--- src/hdl/vpv_pkg.sv ---
// Shared types and constants of the vertex projection and viewport pipeline.
package vpv_pkg;

  localparam int COORD_FRAC_BITS = 16;
  localparam int IN_W            = 32;
  localparam int ENT_W           = 16;
  localparam int CFG_W           = 64;
  localparam int CFG_IDX_W       = 3;
  localparam int XF_PROD_W       = ENT_W + IN_W;
  localparam int CLIP_W          = 50;
  localparam int MAG_W           = CLIP_W - 1;
  localparam int Q_W             = 44;
  localparam int INT_Q_W         = Q_W - COORD_FRAC_BITS;
  localparam int NP_W            = Q_W + 2;
  localparam int DIFF_W          = ENT_W + 1;
  localparam int MAP_PROD_W      = DIFF_W + NP_W;
  localparam int SUM_W           = 64;
  localparam int OUT_W           = 32;

  localparam logic [CFG_IDX_W-1:0] CFG_COL0     = 3'd0;
  localparam logic [CFG_IDX_W-1:0] CFG_COL1     = 3'd1;
  localparam logic [CFG_IDX_W-1:0] CFG_COL2     = 3'd2;
  localparam logic [CFG_IDX_W-1:0] CFG_COL3     = 3'd3;
  localparam logic [CFG_IDX_W-1:0] CFG_VIEWPORT = 3'd4;

  localparam logic signed [NP_W-1:0] NDC_ONE = NP_W'(1) << COORD_FRAC_BITS;

  typedef logic signed [CLIP_W-1:0] clip_t;
  typedef logic signed [Q_W:0]      ndc_t;

  typedef struct packed {
    logic valid;
    logic winv;
  } ctl_t;

endpackage

--- src/hdl/vpv_map.sv ---
// Viewport and depth mapping stages with saturation to the 32-bit range.
module vpv_map (
  input  logic                          clk,
  input  logic                          rst_n,
  input  logic                          en,
  input  vpv_pkg::ctl_t                 ctl_in,
  input  vpv_pkg::ndc_t                 ndc_in [3],
  input  logic [vpv_pkg::CFG_W-1:0]     vport_in,
  output vpv_pkg::ctl_t                 ctl_out,
  output logic [vpv_pkg::OUT_W-1:0]     res_out [3]
);
  import vpv_pkg::*;

  localparam logic signed [SUM_W-1:0] SAT_MAX = SUM_W'(64'sd2147483647);
  localparam logic signed [SUM_W-1:0] SAT_MIN = -SUM_W'(64'sd2147483648);

  function automatic logic [OUT_W-1:0] sat32(input logic signed [SUM_W-1:0] v);
    logic signed [SUM_W-1:0] s;
    s = v;
    if (s > SAT_MAX) s = SAT_MAX;
    if (s < SAT_MIN) s = SAT_MIN;
    return s[OUT_W-1:0];
  endfunction

  ctl_t ctl_r [3];

  always_ff @(posedge clk) begin
    if (!rst_n) begin
      for (int i = 0; i < 3; i++) begin
        ctl_r[i] <= '0;
      end
    end else if (en) begin
      ctl_r[0] <= ctl_in;
      ctl_r[1] <= ctl_r[0];
      ctl_r[2] <= ctl_r[1];
    end
  end

  assign ctl_out = ctl_r[2];

  // Lanes 0 and 1 map into the viewport; lane 0 uses left/right, lane 1 bottom/top.
  for (genvar l = 0; l < 2; l++) begin : g_axis
    logic [ENT_W-1:0]               lo;
    logic [ENT_W-1:0]               hi;
    logic signed [DIFF_W-1:0]       d_r;
    logic signed [NP_W-1:0]         np_r;
    logic signed [ENT_W-1:0]        lo1_r;
    logic signed [ENT_W-1:0]        lo2_r;
    logic signed [MAP_PROD_W-1:0]   prod_r;
    logic signed [SUM_W-1:0]        sum;
    logic [OUT_W-1:0]               res_r;

    assign lo  = vport_in[ENT_W*l +: ENT_W];
    assign hi  = vport_in[ENT_W*(l+2) +: ENT_W];
    assign sum = (SUM_W'(lo2_r) <<< COORD_FRAC_BITS) + SUM_W'(prod_r >>> 1);

    always_ff @(posedge clk) begin
      if (en) begin
        d_r    <= $signed({hi[ENT_W-1], hi}) - $signed({lo[ENT_W-1], lo});
        np_r   <= NP_W'(ndc_in[l]) + NDC_ONE;
        lo1_r  <= $signed(lo);
        prod_r <= d_r * np_r;
        lo2_r  <= lo1_r;
        res_r  <= ctl_r[1].winv ? '0 : sat32(sum);
      end
    end

    assign res_out[l] = res_r;
  end

  logic signed [NP_W-1:0] dn_r;
  logic signed [NP_W-1:0] dh_r;
  logic [OUT_W-1:0]       dres_r;

  always_ff @(posedge clk) begin
    if (en) begin
      dn_r   <= NP_W'(ndc_in[2]) + NDC_ONE;
      dh_r   <= dn_r >>> 1;
      dres_r <= ctl_r[1].winv ? '0 : sat32(SUM_W'(dh_r));
    end
  end

  assign res_out[2] = dres_r;

endmodule

--- config.mk ---
export PLATFORM = sky130hd
export DESIGN_NAME = vpv_map
export DESIGN_NICKNAME = d
export VERILOG_FILES = /design/src/hdl/vpv_pkg.sv /design/src/hdl/vpv_map.sv
export SDC_FILE = /design/constraint.sdc
export NUM_CORES = 2
export LEC_CHECK = 0
export BUFFER_PORTS_ARGS = -buffer_cell sky130_fd_sc_hd__buf_2
export CORE_MARGIN = 1.5
export CORE_UTILIZATION = 35
export DETAILED_ROUTE_END_ITERATION = 8
export MAX_ROUTING_LAYER = met4
export PLACE_DENSITY = 0.53
export SYNTH_ARGS = -nofsm -noshare
export SYNTH_HDL_FRONTEND = slang
export SYNTH_SLANG_ARGS = --single-unit
--- constraint.sdc ---
create_clock -name clk -period 12.3 [get_ports clk]
set_input_delay 0.615 -clock clk [delete_from_list [all_inputs] [get_ports clk]]
set_output_delay 0.615 -clock clk [all_outputs]
set_load 0.02 [all_outputs]
==> results.tsv <==
metric	value	unit
ctsResizeCount	0	
gp_congestion	0.879	
hold_path_class	input port to flip-flop	
first_global_vias	59000	
cp.buffers_inverters	6	
grtUsageTotal	19.9	%
yosysWarnings	0	
num_vias	55000	
r2r_cells	26	
whs_path_depth	1	
layout-drive-gt1-share	6.40	%
drc	0	
post_drt_wl_per_cell	19.3	um
synth_area_per_cell	9.59	um2
worstPathArrival	10.05	ns
rows	171	
slowest_stage	edfxtp_1	
timing.final.crit_period	9.65	ns
clock_sinks	506	
tightestPinTransition	1.30	ns
end_kind	flip-flop	
syn_inst	8025	
htreeDepth	3	
path_common_cell	fa_1	
max_slew_margin	13.4	%
clkSlewWorstSetupHoldPaths	0.07	ns
setup_viol_count_final	0	
dpl.hpwl	160000	um
overflow	0	
status	complete, no violations	
synth_most_common_cell	inv_1	
drv_cap	0	
r2r_slack	2.65	ns
start_util	35.3	%
ys_seq_area_share	19.7	%
cts_buffer_depth	3	
async_flop_share	0	%
reg2reg_to	g_axis[1].prod_r[61]$_DFFE_PP_	
die-area	223000	um2
grt_pass1_wl	335000	um
critPathMaxStageDelay	0.82	ns
io-pin-count	302	
root_buffer	clkbuf_16	
crit_family	adder cells	
synth.area.top_cells	fa_1 38%, edfxtp_1 20%, inv_1 8.6%	
critPathMaxFanout	32	
timing.final.crit_share	78.5	%
viasPerCell	4.97	
yosysUniqueCellTypes	76	
numCtsBuffers	68	
crit_type	flip-flop to flip-flop	
clock_skew	0.0427	ns
io_buffer_count	300	
hold_viol	0	
worstHoldStart	ndc_in[101]	
wirelength	213000	um
dieHeight	472	um
post_cts_buffers	0	
setup_tns	0	ns
cts_tree	built	
die_w	472	um
antenna_left	0	
dr.pass1.iters	6	
r2r_start	g_axis[1].d_r[16]$_DFFE_PP_	
antenna_found_initial	21	
coreArea	218000	um2
crit_cells	26	
syn-num-nets	10100	
critPathLaunchType	flip-flop	
area_growth_syn_to_layout	8.90	%
clk-insertion-delay-late	0.71	ns
synth_top_area_share	38.1	%
drtIter0Drc	3093	
synth_seq_cells	506	
postCtsHoldBufs	0	
fmaxAchievable	104	MHz
hold_end	g_axis[0].np_r[11]$_DFFE_PP_	
synth_ff_type	edfxtp_1	
synth_area_leader_cell	fa_1	
finalNetCount	10200	
synth_edf_count	506	
required	12.70	ns
syn_area	77000	um2
grt_max_degree	162	
grt_setup_unrepaired	false	
synth_common_cells	1772 x inv_1, 1466 x fa_1, 1143 x nand2_1	
slew_violations	0	
-- registers in the layout (all words and copies together), names as in the netlist --
register	flops
g_axis.prod_r	124
g_axis.np_r	92
g_axis.res_r	64
dh_r	45
dn_r	45
g_axis.d_r	34
dres_r	32
g_axis.lo1_r	32
g_axis.lo2_r	32
ctl_r	6
-- worst register-to-register path, delay by kind of cell (launching register included) --
kind	cells	cell delay, ns
fa+ha+maj	7	3.52
buf+inv	6	1.46
xor+xnor	1	0.10
flops	1	0.82
compound gates	9	2.75
simple gates	3	0.73
-- logic make-up after synthesis --
| family | after synthesis | synth area share (%) |
|---|---|---|
| AO/OA/AOI/OAI | 858 | 7.22 |
| XOR/XNOR | 296 | 3.37 |
| adder cells (fa/ha/maj) | 1879 | 44.8 |
| buffers and inverters | 2116 | 10.3 |
| flip-flops | 506 | 19.7 |
| multiplexers | 7 | 0.0943 |
| AND/OR/NAND/NOR | 2363 | 14.4 |
-- stage by stage --
step                std cells  utilization, %  worst slack (ns)  cell area [um2]  hold WS [ns]
floorplan                8025               -              4.64            77000         0.400
global placement        10900            37.4              2.74            81400         0.401
detailed placement      10900            37.4              2.70            81400         0.405
CTS                     11000            38.5              2.65            83800        0.0116
global route            11100            38.5              2.22            83800        0.0277
finish                  11100            38.5              2.65            83800        0.0785
-- area by class of cell --
| class | count | area (um2) |
|---|---|---|
| Multi-Input combinational cell | 5403 | 53900 |
| Timing Repair Buffer | 383 | 2160 |
| Clock buffer | 75 | 1730 |
| Fill cell | 21700 | 134000 |
| Antenna cell | 7 | 17.5 |
| Inverter | 1773 | 6660 |
| Tap cell | 2854 | 3570 |
| Clock inverter | 50 | 672 |
| Sequential cell | 506 | 15200 |
-- layout by cell type (no fill, tap or decap), types with 13 or more instances in the layout --
cell	netlist	routed
clkbuf_16	0	68
a21oi_1	256	255
xnor2_1	212	212
nor4_1	22	22
o31ai_1	18	18
nand4_1	61	61
a211oi_1	31	31
o21bai_1	35	35
and3_1	47	47
nand3_1	85	85
buf_2	4	299
nor2_1	294	293
o21ai_0	146	146
nor2b_1	38	38
a21o_1	130	130
nand2_1	1143	1143
fa_1	1466	1466
a31oi_1	32	32
ha_1	413	413
nor3_1	35	35
or2_2	13	13
xor2_1	84	84
edfxtp_1	506	506
inv_1	1772	1772
o21a_1	60	60
buf_4	4	81
nand2b_1	51	51
and2_1	533	533
or3_1	14	14
a21boi_0	23	23
-- per-layer routing --
| layer | up-vias | track usage (%) | routed length (um) |
|---|---|---|---|
| li1 | 24800 | - | - |
| met1 | 28200 | 24.9 | 90600 |
| met2 | 1599 | 33.4 | 104000 |
| met3 | 345 | 3.37 | 13000 |
| met4 | 0 | 5.06 | 5740 |
| met5 | - | - | 0 |
-- worst max-delay path by stage --
stage | start | to | slack (ns)
after floorplan | g_axis[1].d_r[7]$_DFFE_PP_ | g_axis[1].prod_r[61]$_DFFE_PP_ | 4.64
after global placement | g_axis[1].d_r[16]$_DFFE_PP_ | g_axis[1].prod_r[62]$_DFFE_PP_ | 2.74
after detailed placement | g_axis[1].d_r[16]$_DFFE_PP_ | g_axis[1].prod_r[62]$_DFFE_PP_ | 2.70
after CTS | g_axis[1].d_r[16]$_DFFE_PP_ | g_axis[1].prod_r[60]$_DFFE_PP_ | 2.65
after global routing | g_axis[1].d_r[16]$_DFFE_PP_ | g_axis[1].prod_r[60]$_DFFE_PP_ | 2.22
final | g_axis[1].d_r[16]$_DFFE_PP_ | g_axis[1].prod_r[61]$_DFFE_PP_ | 2.65
Power is left out: the tool's default activity adds up to more than one toggle a clock period on the data nets, which glitch-free logic cannot reach.
